<file path="src/design/qdc_pkg.sv">
`timescale 1ns / 1ps

package qdc_pkg;

  typedef enum logic {
    KIND_SAMPLE = 1'b0,
    KIND_READ   = 1'b1
  } item_kind_t;

  typedef struct packed {
    item_kind_t  kind;
    logic        pin_a_first;
    logic        pin_a_second;
    logic        pin_b;
    logic [31:0] now_us;
  } in_item_t;

  typedef struct packed {
    logic signed [7:0] delta;
    logic              published;
  } out_item_t;

  typedef struct packed {
    logic [1:0]         last_ab;
    logic signed [15:0] step_count;
    logic [31:0]        last_publish_time;
  } qdc_state_t;

  localparam logic signed [15:0] COUNT_MAX = 16'sh7FFF;
  localparam logic signed [15:0] COUNT_MIN = -16'sh8000;
  localparam logic signed [15:0] DELTA_MAX = 16'sd127;
  localparam logic signed [15:0] DELTA_MIN = -16'sd128;

endpackage

</file>
<file path="src/design/qdc_step.sv">
`timescale 1ns / 1ps

module qdc_step import qdc_pkg::*; (
  input  in_item_t   item,
  input  qdc_state_t state,
  input  logic [31:0] publish_interval_us,
  output qdc_state_t state_nxt,
  output out_item_t  result
);

  logic [1:0]  ab;
  logic        up;
  logic [31:0] elapsed;
  logic        publish;

  assign ab      = {item.pin_a_first, item.pin_b};
  assign elapsed = item.now_us - state.last_publish_time;
  assign publish = (state.step_count != 16'sd0) && (elapsed >= publish_interval_us);

  // forward order 0-1-3-2-0
  always_comb begin
    case ({state.last_ab, ab})
      4'b00_01, 4'b01_11, 4'b11_10, 4'b10_00: up = 1'b1;
      default:                                 up = 1'b0;
    endcase
  end

  always_comb begin
    state_nxt        = state;
    result.delta     = 8'sd0;
    result.published = 1'b0;
    case (item.kind)
      KIND_SAMPLE: begin
        if (item.pin_a_first == item.pin_a_second && ab != state.last_ab) begin
          state_nxt.last_ab = ab;
          if (up) begin
            if (state.step_count != COUNT_MAX) begin
              state_nxt.step_count = state.step_count + 16'sd1;
            end
          end else begin
            if (state.step_count != COUNT_MIN) begin
              state_nxt.step_count = state.step_count - 16'sd1;
            end
          end
        end
      end
      KIND_READ: begin
        state_nxt.step_count = 16'sd0;
        if (publish) begin
          state_nxt.last_publish_time = item.now_us;
          result.published            = 1'b1;
          if (state.step_count > DELTA_MAX) begin
            result.delta = 8'sd127;
          end else if (state.step_count < DELTA_MIN) begin
            result.delta = -8'sd128;
          end else begin
            result.delta = state.step_count[7:0];
          end
        end
      end
      default: begin
        state_nxt = state;
      end
    endcase
  end

endmodule

</file>
<file path="src/design/quadrature_delta_counter.sv">
`timescale 1ns / 1ps
// channel | direction | handshake           | payload
// in_     | input     | in_valid / in_stall   | in_item (in_item_t)
// out_    | output    | out_valid / out_stall | out_item (out_item_t)
// cfg_    | input     | cfg_valid / cfg_ready | cfg_data (publish interval, us)
//
// One item per cycle while out_stall does not hold the output; the result is registered behind the input register.
// Counter state updates as an item moves from the input register to the result register.
// rst_n is synchronous: clears count, last AB, last publish time and interval.
// out_stall holds the result register; the input register keeps one item behind it.

module quadrature_delta_counter import qdc_pkg::*; (
  input  logic        clk,
  input  logic        rst_n,
  input  logic        in_valid,
  output logic        in_stall,
  input  in_item_t    in_item,
  output logic        out_valid,
  input  logic        out_stall,
  output out_item_t   out_item,
  input  logic        cfg_valid,
  output logic        cfg_ready,
  input  logic [31:0] cfg_data
);

  logic        in_valid_r;
  in_item_t    in_item_r;
  logic        out_valid_r;
  out_item_t   out_item_r;
  qdc_state_t  state_r;
  qdc_state_t  state_nxt;
  out_item_t   result;
  logic [31:0] interval_r;
  logic        advance;

  qdc_step u_step (
    .item                (in_item_r),
    .state               (state_r),
    .publish_interval_us (interval_r),
    .state_nxt           (state_nxt),
    .result              (result)
  );

  assign advance   = !out_valid_r || !out_stall;
  assign in_stall  = in_valid_r && !advance;
  assign out_valid = out_valid_r;
  assign out_item  = out_item_r;
  assign cfg_ready = 1'b1;

  always_ff @(posedge clk) begin
    if (!rst_n) begin
      in_valid_r  <= 1'b0;
      out_valid_r <= 1'b0;
      state_r     <= '0;
      interval_r  <= '0;
    end else begin
      if (cfg_valid && cfg_ready) begin
        interval_r <= cfg_data;
      end
      if (!in_stall) begin
        in_valid_r <= in_valid;
      end
      if (advance) begin
        out_valid_r <= in_valid_r;
        if (in_valid_r) begin
          state_r <= state_nxt;
        end
      end
    end
  end

  always_ff @(posedge clk) begin
    if (in_valid && !in_stall) begin
      in_item_r <= in_item;
    end
    if (advance && in_valid_r) begin
      out_item_r <= result;
    end
  end

  a_pub_nonzero: assert property (@(posedge clk) disable iff (!rst_n)
    out_valid_r && out_item_r.published |-> out_item_r.delta != 8'sd0)
    else $error("published item with zero delta");

  a_quiet_zero: assert property (@(posedge clk) disable iff (!rst_n)
    out_valid_r && !out_item_r.published |-> out_item_r.delta == 8'sd0)
    else $error("unpublished item with nonzero delta");

  a_read_clears: assert property (@(posedge clk) disable iff (!rst_n)
    advance && in_valid_r && in_item_r.kind == KIND_READ |=> state_r.step_count == 16'sd0)
    else $error("count not cleared by read");

endmodule

</file>
<file path="config.mk">
export PLATFORM = sky130hd
export DESIGN_NAME = quadrature_delta_counter
export DESIGN_NICKNAME = d
export VERILOG_FILES = /design/src/design/qdc_pkg.sv /design/src/design/qdc_step.sv /design/src/design/quadrature_delta_counter.sv
export SDC_FILE = /design/constraint.sdc
export NUM_CORES = 1
export LEC_CHECK = 0
export ABC_AREA = 1
export ABC_CLOCK_PERIOD_IN_PS = 5700
export BUFFER_PORTS_ARGS = -buffer_cell sky130_fd_sc_hd__buf_2
export CAP_MARGIN = 20
export CORE_MARGIN = 1.5
export CORE_UTILIZATION = 60
export DETAILED_ROUTE_END_ITERATION = 8
export PLACE_DENSITY = 0.81
export SYNTH_ARGS = -nofsm -noshare
export SYNTH_HDL_FRONTEND = slang
export SYNTH_SLANG_ARGS = --single-unit
</file>
<file path="constraint.sdc">
create_clock -name clk -period 5.7 [get_ports clk]
set_input_delay 0.855 -clock clk [delete_from_list [all_inputs] [get_ports clk]]
set_output_delay 0.855 -clock clk [all_outputs]
set_load 0.005 [all_outputs]
</file>
==> results of run 1 <==
==> critical path, cell delays in order (launching register included) <==
cell,delay [ns]
edfxtp_1,0.35
inv_1,0.08
ha_1,0.14
inv_1,0.06
fa_1,0.39
nand3_1,0.10
nand2_1,0.11
a21oi_1,0.36
inv_1,0.11
nand2_1,0.07
nand2_1,0.12
nand3_1,0.10
nand2_1,0.06
xor2_1,0.15
ha_1,0.27
nand2_1,0.06
nor2_1,0.14
nand4_1,0.17
a21oi_1,0.16
nor2_1,0.06
nand2_2,0.08
nand3_2,0.23
buf_4,0.35
nand2_1,0.09
inv_1,0.05
nor2_1,0.11
==> per-stage QoR <==
stage                     setup WS (ns)  hold WS [ns]
after global placement             1.80         0.454
after global routing               1.21         0.489
after floorplan                    2.53         0.435
after CTS                          1.69         0.467
final                              1.62         0.465
after detailed placement           1.74         0.459
==> worst max path at each step <==
stage | to | slack [ns] | depth (start not counted)
after floorplan | state_r[1] | 2.53 | 25
after global placement | state_r[5] | 1.80 | 25
after detailed placement | state_r[11] | 1.74 | 25
after CTS | out_item[2] | 1.69 | 23
after global routing | state_r[1] | 1.21 | 25
final | state_r[11] | 1.62 | 25
==> cell families (layout without fill, tap and decap cells) <==
family                   count (synthesis)  in the layout
flip-flops                             129            129
AND/OR/NAND/NOR                        495            495
adder cells (fa/ha/maj)                 79             79
XOR/XNOR                                34             34
buffers and inverters                  240            333
AO/OA/AOI/OAI                          203            203
other                                    1              1
==> final cells by class <==
type / instances / area, um2 / share of cell area
inverters: 210 / 788 / 0.0818
clock buffers: 19 / 443 / 0.0460
flip-flops and latches: 129 / 3030 / 0.315
repair buffers: 91 / 475 / 0.0493
multi-input cells: 812 / 4490 / 0.466
well taps: 180 / 225 / 0.0234
clock inverters: 13 / 185 / 0.0192
==> cell usage in the layout (no fill, tap or decap), drive strengths merged, types with 2 or more instances in the layout <==
master,count
xor2,27
fa,2
a21o,6
clkinv,8
bufinv,4
nor4,3
dfxtp,84
o21a,3
or2,5
inv,209
nand3b,3
a31oi,6
clkinvlp,2
buf,91
o21bai,4
edfxtp,45
o21ai,62
a21oi,119
ha,77
nand4,41
clkbuf,19
xnor2,7
o211ai,2
nor2,112
nand2,267
nand3,56
nor3,8
==> state kept, by name, summed over array words and instances (netlist names) <==
name	cells
interval_r	32
out_item	9
state_r	50
in_valid_r	1
in_item_r	36
out_valid	1
==> power by group through the flow <==
stage	Combinational [mW]	Clock (mW)	Sequential, mW
finish	0.720	1.16	1.04
detailed placement	0.698	0	1.05
floorplan	0.528	0	1.05
global route	0.819	1.22	1.04
global placement	0.684	0	1.05
CTS	0.713	1.17	1.04
==> metal layers <==
layer,GRT usage,up-vias,share of wire
li1,-,3995,-
met1,0.377,3452,0.46
met2,0.460,250,0.45
met3,0.0632,45,0.064
met4,0.104,0,0.023
met5,0,-,0
==> flow_metrics.tcl, run 1 <==
set metrics [dict create \
    status "complete, no violations" \
    postSynthCellCount 1181 \
    critPathLaunchType "flip-flop" \
    synth-edff-count 45 \
    relSlewSlack 0.443 \
    cts_resized 0 \
    grt-ovfl-total 0 \
    yosysWarnings 0 \
    r2r_cells 25 \
    synthAdderAreaFrac 0.119 \
    critPathCaptureType "flip-flop" \
    fin_skew_ns 0.0129 \
    final_max_slew_viol_count 0 \
    synth_top_area_share 0.199 \
    core-area_um2 13800 \
    place_congestion 0.933 \
    synth_nets 1333 \
    worst_slew_pin_slew_ns 0.834 \
    path_clk_slew_ns 0.06 \
    dpl_cell_area_um2 9010 \
    rr_endpoint "state_r[11]" \
    layout-drive-gt1-share 0.108 \
    hold_buffers 0 \
    synth-xor-area-share 0.0352 \
    num_antenna_cells 0 \
    synth.yosys.seq_area_share 0.358 \
    layout.nets 1413 \
    cts_tree "built" \
    antenna_found_initial 0 \
    port_buffers 83 \
    dieArea_um2 14800 \
    netlist-cell-type-count 38 \
    pwr-share-comb 0.247 \
    grt_pass1_wl_um 33200 \
    dr.first_iter.drc_count 550 \
    clock_path_buffers 2 \
    max-vdd-ir-drop_uv 222 \
    hold_class "flip-flop to flip-flop" \
    internal-power_mw 2.01 \
    rsz0062_at_grt "false" \
    power_frac_seq 0.356 \
    dr.pass1.iters 4 \
    clock_power_share 0.397 \
    crit_path_start "in_item_r[0]" \
    crit_type "flip-flop to flip-flop" \
    clock_sinks 129 \
    initial_core_util 0.612 \
    area_growth_pct 13.9 \
    power_mw 2.91 \
    synth.mux.area_fraction 0 \
    cts_buffers 17 \
    wl_per_cell_um 14.0 \
    cellPowerDensity_nw_per_um2 302 \
    route.detailed.drc 0 \
    synth_compound_area_frac 0.127 \
    fin_util 0.697 \
    synthArstFlopShare 0 \
    ys_top_cells_by_area "dfxtp_1 20%, edfxtp_1 16%, nand2_1 12%, ha_1 11%, inv_1 9.2%" \
    period_share 0.715 \
    setup_viol_count_final 0 \
    synth_most_common_cell "nand2_1" \
    hold_path_depth 2 \
    p_sw_frac 0.310 \
    cap_viol_max_count 0 \
    hp-start "interval_r[5]" \
    cts.htree.levels 4 \
    min_to "interval_r[5]" \
    dp_cells 1422 \
    fillers 1142 \
    worstPathArrival_ns 4.44 \
    synth-seq-cells 129 \
    post_cts.repair.setup_buffers 0 \
    finalHoldViolations 0 \
    crit_required_ns 6.06 \
    synth_simple_gate_area_share 0.249 \
    wl_um 20300 \
    syn_area_um2 8460 \
    max_freq_ghz 0.245 \
    ys_dominant_reg_cell "dfxtp_1" \
    final_cells 1454 \
    vias_per_cell 5.32 \
    num_rows 43 \
    regToRegStartpoint "in_item_r[0]" \
    via_count 7742 \
    reg2reg_slack_ns 1.62 \
    tns_ns 0 \
    die_h_um 122 \
    clockRootBuffer "clkbuf_16" \
    fin_area_um2 9640 \
    min_period_ns 4.08 \
    dp_hpwl_um 14600 \
    grt_use_total 0.286 \
    insertion_delay_ns 0.43 \
    cp_max_fo 22 \
    synth_top_family_by_area "simple AND/OR/NAND/NOR gates" \
    grt_max_degree 69 \
    io_pins 85 \
    detail-route-antenna-nets 0 \
    power_leakage_nw 4.56 \
    die_w_um 122 \
    synth.top_cells.by_count "263 x nand2_1, 207 x inv_1, 118 x a21oi_1" \
    grt_pass1_vias 7170 \
    switchingPower_mw 0.903 \
    yosys.area.top_type "dfxtp_1" \
    syn_avg_cell_area_um2 7.17 \
]
Note: power is estimated with default switching activity, not from simulation.
==> run 2, diff against run 1 <==
--- a/config.mk
+++ b/config.mk
@@ -5,14 +5,14 @@
 export SDC_FILE = /design/constraint.sdc
 export NUM_CORES = 1
 export LEC_CHECK = 0
-export ABC_AREA = 1
-export ABC_CLOCK_PERIOD_IN_PS = 5700
+export ABC_AREA = 0
+export ABC_CLOCK_PERIOD_IN_PS = 3680
 export BUFFER_PORTS_ARGS = -buffer_cell sky130_fd_sc_hd__buf_2
 export CAP_MARGIN = 20
 export CORE_MARGIN = 1.5
-export CORE_UTILIZATION = 60
+export CORE_UTILIZATION = 54
 export DETAILED_ROUTE_END_ITERATION = 8
-export PLACE_DENSITY = 0.81
+export PLACE_DENSITY = 0.77
 export SYNTH_ARGS = -nofsm -noshare
 export SYNTH_HDL_FRONTEND = slang
 export SYNTH_SLANG_ARGS = --single-unit
==> constraint.sdc (replaced) <==
create_clock -name clk -period 3.68 [get_ports clk]
set_input_delay 0.552 -clock clk [delete_from_list [all_inputs] [get_ports clk]]
set_output_delay 0.552 -clock clk [all_outputs]
set_load 0.005 [all_outputs]
==> run 2 against run 1 <==
  * Sequential cell count unchanged
  * Setup slack lost 2.6 ns
  * Maximum frequency down 12%
  * Utilization up 6.4 points
  * Cell count down 17%
  * Largest power group unchanged
  * Clock skew is 0.0062 ns lower
  * Non-clock buffer count grew 108
  * Wire length barely moved
  * The flow now finishes with violations (setup timing)
  * Combinational power grew 60%
==> flow_metrics.tcl, run 2 <==
set metrics [dict create \
    dp_hpwl_um 12100 \
    worstPathArrival_ns 4.96 \
    cts.htree.levels 4 \
    grt_use_total 0.256 \
    grt_util_met3 0.0613 \
    cp_max_fo 11 \
    layout.nets 1167 \
    path_clk_slew_ns 0.06 \
    insertion_delay_ns 0.43 \
    yosys.area.top_type "dfxtp_1" \
    largest-register "state_r" \
    cap_viol_max_count 0 \
    critPathSlowestCell "or4_1" \
    synth.top_cells.by_count "84 x dfxtp_1, 77 x ha_1, 74 x inv_1" \
    initial_core_util 0.553 \
    hp-start "in_item[6]" \
    num_antenna_cells 0 \
    relSlewSlack 0.327 \
    yosysWarnings 0 \
    hold_class "primary input to flip-flop" \
    violations "setup timing" \
    critical_path_buf_inv_count 2 \
    globalRouteMet2Util 0.436 \
    syn_area_um2 7680 \
    regToRegStartpoint "in_item_r[5]" \
    setup_viol_count_final 41 \
    critPathLaunchType "flip-flop" \
    power_leakage_nw 4.36 \
    synth.yosys.seq_area_share 0.395 \
    max-vdd-ir-drop_uv 400 \
    area_growth_pct 37.6 \
    min_period_ns 4.61 \
    cpLargestDelayFamily "compound AO/OA/AOI/OAI gates" \
    min_to "in_item_r[6]" \
    syn_avg_cell_area_um2 9.33 \
    antenna_found_initial 0 \
    crit_path_start "in_item_r[5]" \
    ys_top_cells_by_area "dfxtp_1 22%, edfxtp_1 18%, ha_1 13%, mux2i_1 4.7%, nor2b_1 4.6%" \
    place_congestion 0.862 \
    port_buffers 83 \
    grt_use_met1 0.316 \
    crit_required_ns 4.02 \
    rsz0062_at_grt "true" \
    synth-edff-count 45 \
    postSynthCellCount 823 \
    netlist-cell-type-count 60 \
    final_cell_mix "102 x buf_4, 83 x dfxtp_1, 82 x buf_2, 73 x inv_1, 67 x ha_1" \
    cpMostUsedCell "o21ai_2" \
    fin_ws_ns -0.932 \
    period_share 1.25 \
    rr_endpoint "state_r[17]" \
    cpPeakStageDelay_ns 0.53 \
    num_rows 43 \
    cts_tree "built" \
    grt_max_degree 73 \
    synth-seq-cells 129 \
    max_freq_ghz 0.217 \
    io_pins 85 \
    ys_dominant_reg_cell "dfxtp_1" \
    finalHoldViolations 0 \
    die_w_um 122 \
    largest_register_ffs 50 \
    dr.first_iter.drc_count 390 \
    wl_um 20300 \
    via_count 6771 \
    route.detailed.drc 0 \
    dieArea_um2 14900 \
    layout-drive-gt1-share 0.323 \
    dr.pass1.iters 5 \
    clock_sinks 129 \
    cts_buffers 17 \
    die_h_um 122 \
    biggestRegsByFlops "state_r x50, in_item_r x36, interval_r x32" \
    reg2reg_slack_ns -0.93 \
    clock_path_buffers 2 \
    grt_busiest_layer "met2" \
    grt_pass1_wl_um 29700 \
    synth_nets 975 \
    worst_slew_pin_slew_ns 1.01 \
    detail-route-antenna-nets 0 \
    final_max_slew_viol_count 0 \
    final_common_cell "buf_4" \
    synth_top_area_share 0.219 \
    grt_pass1_vias 6250 \
    whs_ns 0.298 \
    status "complete, but fails checks" \
    wl_per_cell_um 16.8 \
    fin_skew_ns 0.00671 \
    critPathCaptureType "flip-flop" \
    hold_path_depth 1 \
    r2r_cells 18 \
    vias_per_cell 5.61 \
    core-area_um2 13900 \
    synthArstFlopShare 0 \
    synth_most_common_cell "dfxtp_1" \
    path_cells "ha_1 -> or4_1 -> o21ai_0 -> a31oi_4 -> nand4_1 -> a21oi_2 -> o21ai_2 -> o21ai_2 -> a311oi_2 -> xnor2_1 -> ha_2 -> a2111oi_4 -> o2111ai_2 -> a221oi_4 -> nor3_4 -> buf_8 -> clkbuf_16 -> o21ai_1" \
    worstSetupPathDepth 18 \
    cellPowerDensity_nw_per_um2 445 \
    power_mw 4.71 \
    clockRootBuffer "clkbuf_16" \
    grt-ovfl-total 0 \
    crit_type "flip-flop to flip-flop" \
    hold_buffers 0 \
]
-- run 2: cell types whose count changed after synthesis, sizes merged, moves of 36 or more --
cell / change
a21oi: -68
inv: -134
mux2i: +36
nand2: -211
nor2: -82
nor2b: +56
-- run 2: report_power, final --
part / switching [mW] / internal [mW]
Sequential: 0.0552 / 1.56
Combinational: 0.582 / 0.569
Clock: 0.638 / 1.30
Total: 1.28 / 3.43
-- run 2: metrics by stage --
stage	utilization	std cells	setup WS [ns]	instance area, um2	setup TNS (ns)
after global routing	0.761	1208	-1.15	10600	-44.83
final	0.761	1208	-0.932	10600	-36.01
after detailed placement	0.658	1154	-1.33	9130	-52.14
after floorplan	-	823	-0.525	7930	-19.36
after CTS	0.733	1197	-0.711	10200	-27.90
after global placement	0.658	1154	-1.29	9130	-50.91
-- run 2: cell type report --
type / count / area [um2]
fill: 888 / 3310
clock buffer: 22 / 464
clock inverter: 10 / 205
tap: 180 / 225
sequential: 129 / 3030
multi-input combinational: 594 / 4900
timing repair buffer: 199 / 1460
inverter: 74 / 278
-- run 2: repair_timing --
action                     4_1_cts  5_1_grt
resized for setup               52       45
setup endpoints to repair       41       41
hold endpoints to repair         0        0
buffers inserted                10        7
gates cloned                     1        6
pin swaps                       38       41
-- run 2: cell families (layout without fill, tap and decap cells) --
logic type | count (synthesis) | count (layout) | share of synthesized area
simple gates | 237 | 237 | 0.161
compound gates | 193 | 193 | 0.162
flops | 129 | 129 | 0.395
buf+inv | 100 | 305 | 0.0495
fa+ha+maj | 79 | 79 | 0.131
xor+xnor | 48 | 48 | 0.0547
mux | 36 | 36 | 0.0469
other cells | 1 | 1 | 0.000488
-- run 2: worst reg2reg max path, delay by kind of cell, from the launching register on --
family	cells	cell delay [ns]
simple gates	3	0.84
fa+ha+maj	2	0.58
xor+xnor	1	0.15
compound gates	10	2.20
flops	1	0.41
buf+inv	2	0.35
-- run 2: how the worst max path moves through the flow --
stage,to,slack (ns)
5_1_grt,state_r[17],-1.15
3_3_place_gp,out_item[0],-1.29
6_report,state_r[17],-0.93
3_5_place_dp,state_r[12],-1.33
4_1_cts,state_r[12],-0.71
2_1_floorplan,out_item[1],-0.53
-- run 2: metal layers --
| layer | vias up | share of wire |
|---|---|---|
| met2 | 212 | 0.50 |
| met3 | 54 | 0.051 |
| met5 | - | 0 |
| li1 | 3298 | - |
| met1 | 3207 | 0.42 |
| met4 | 0 | 0.033 |
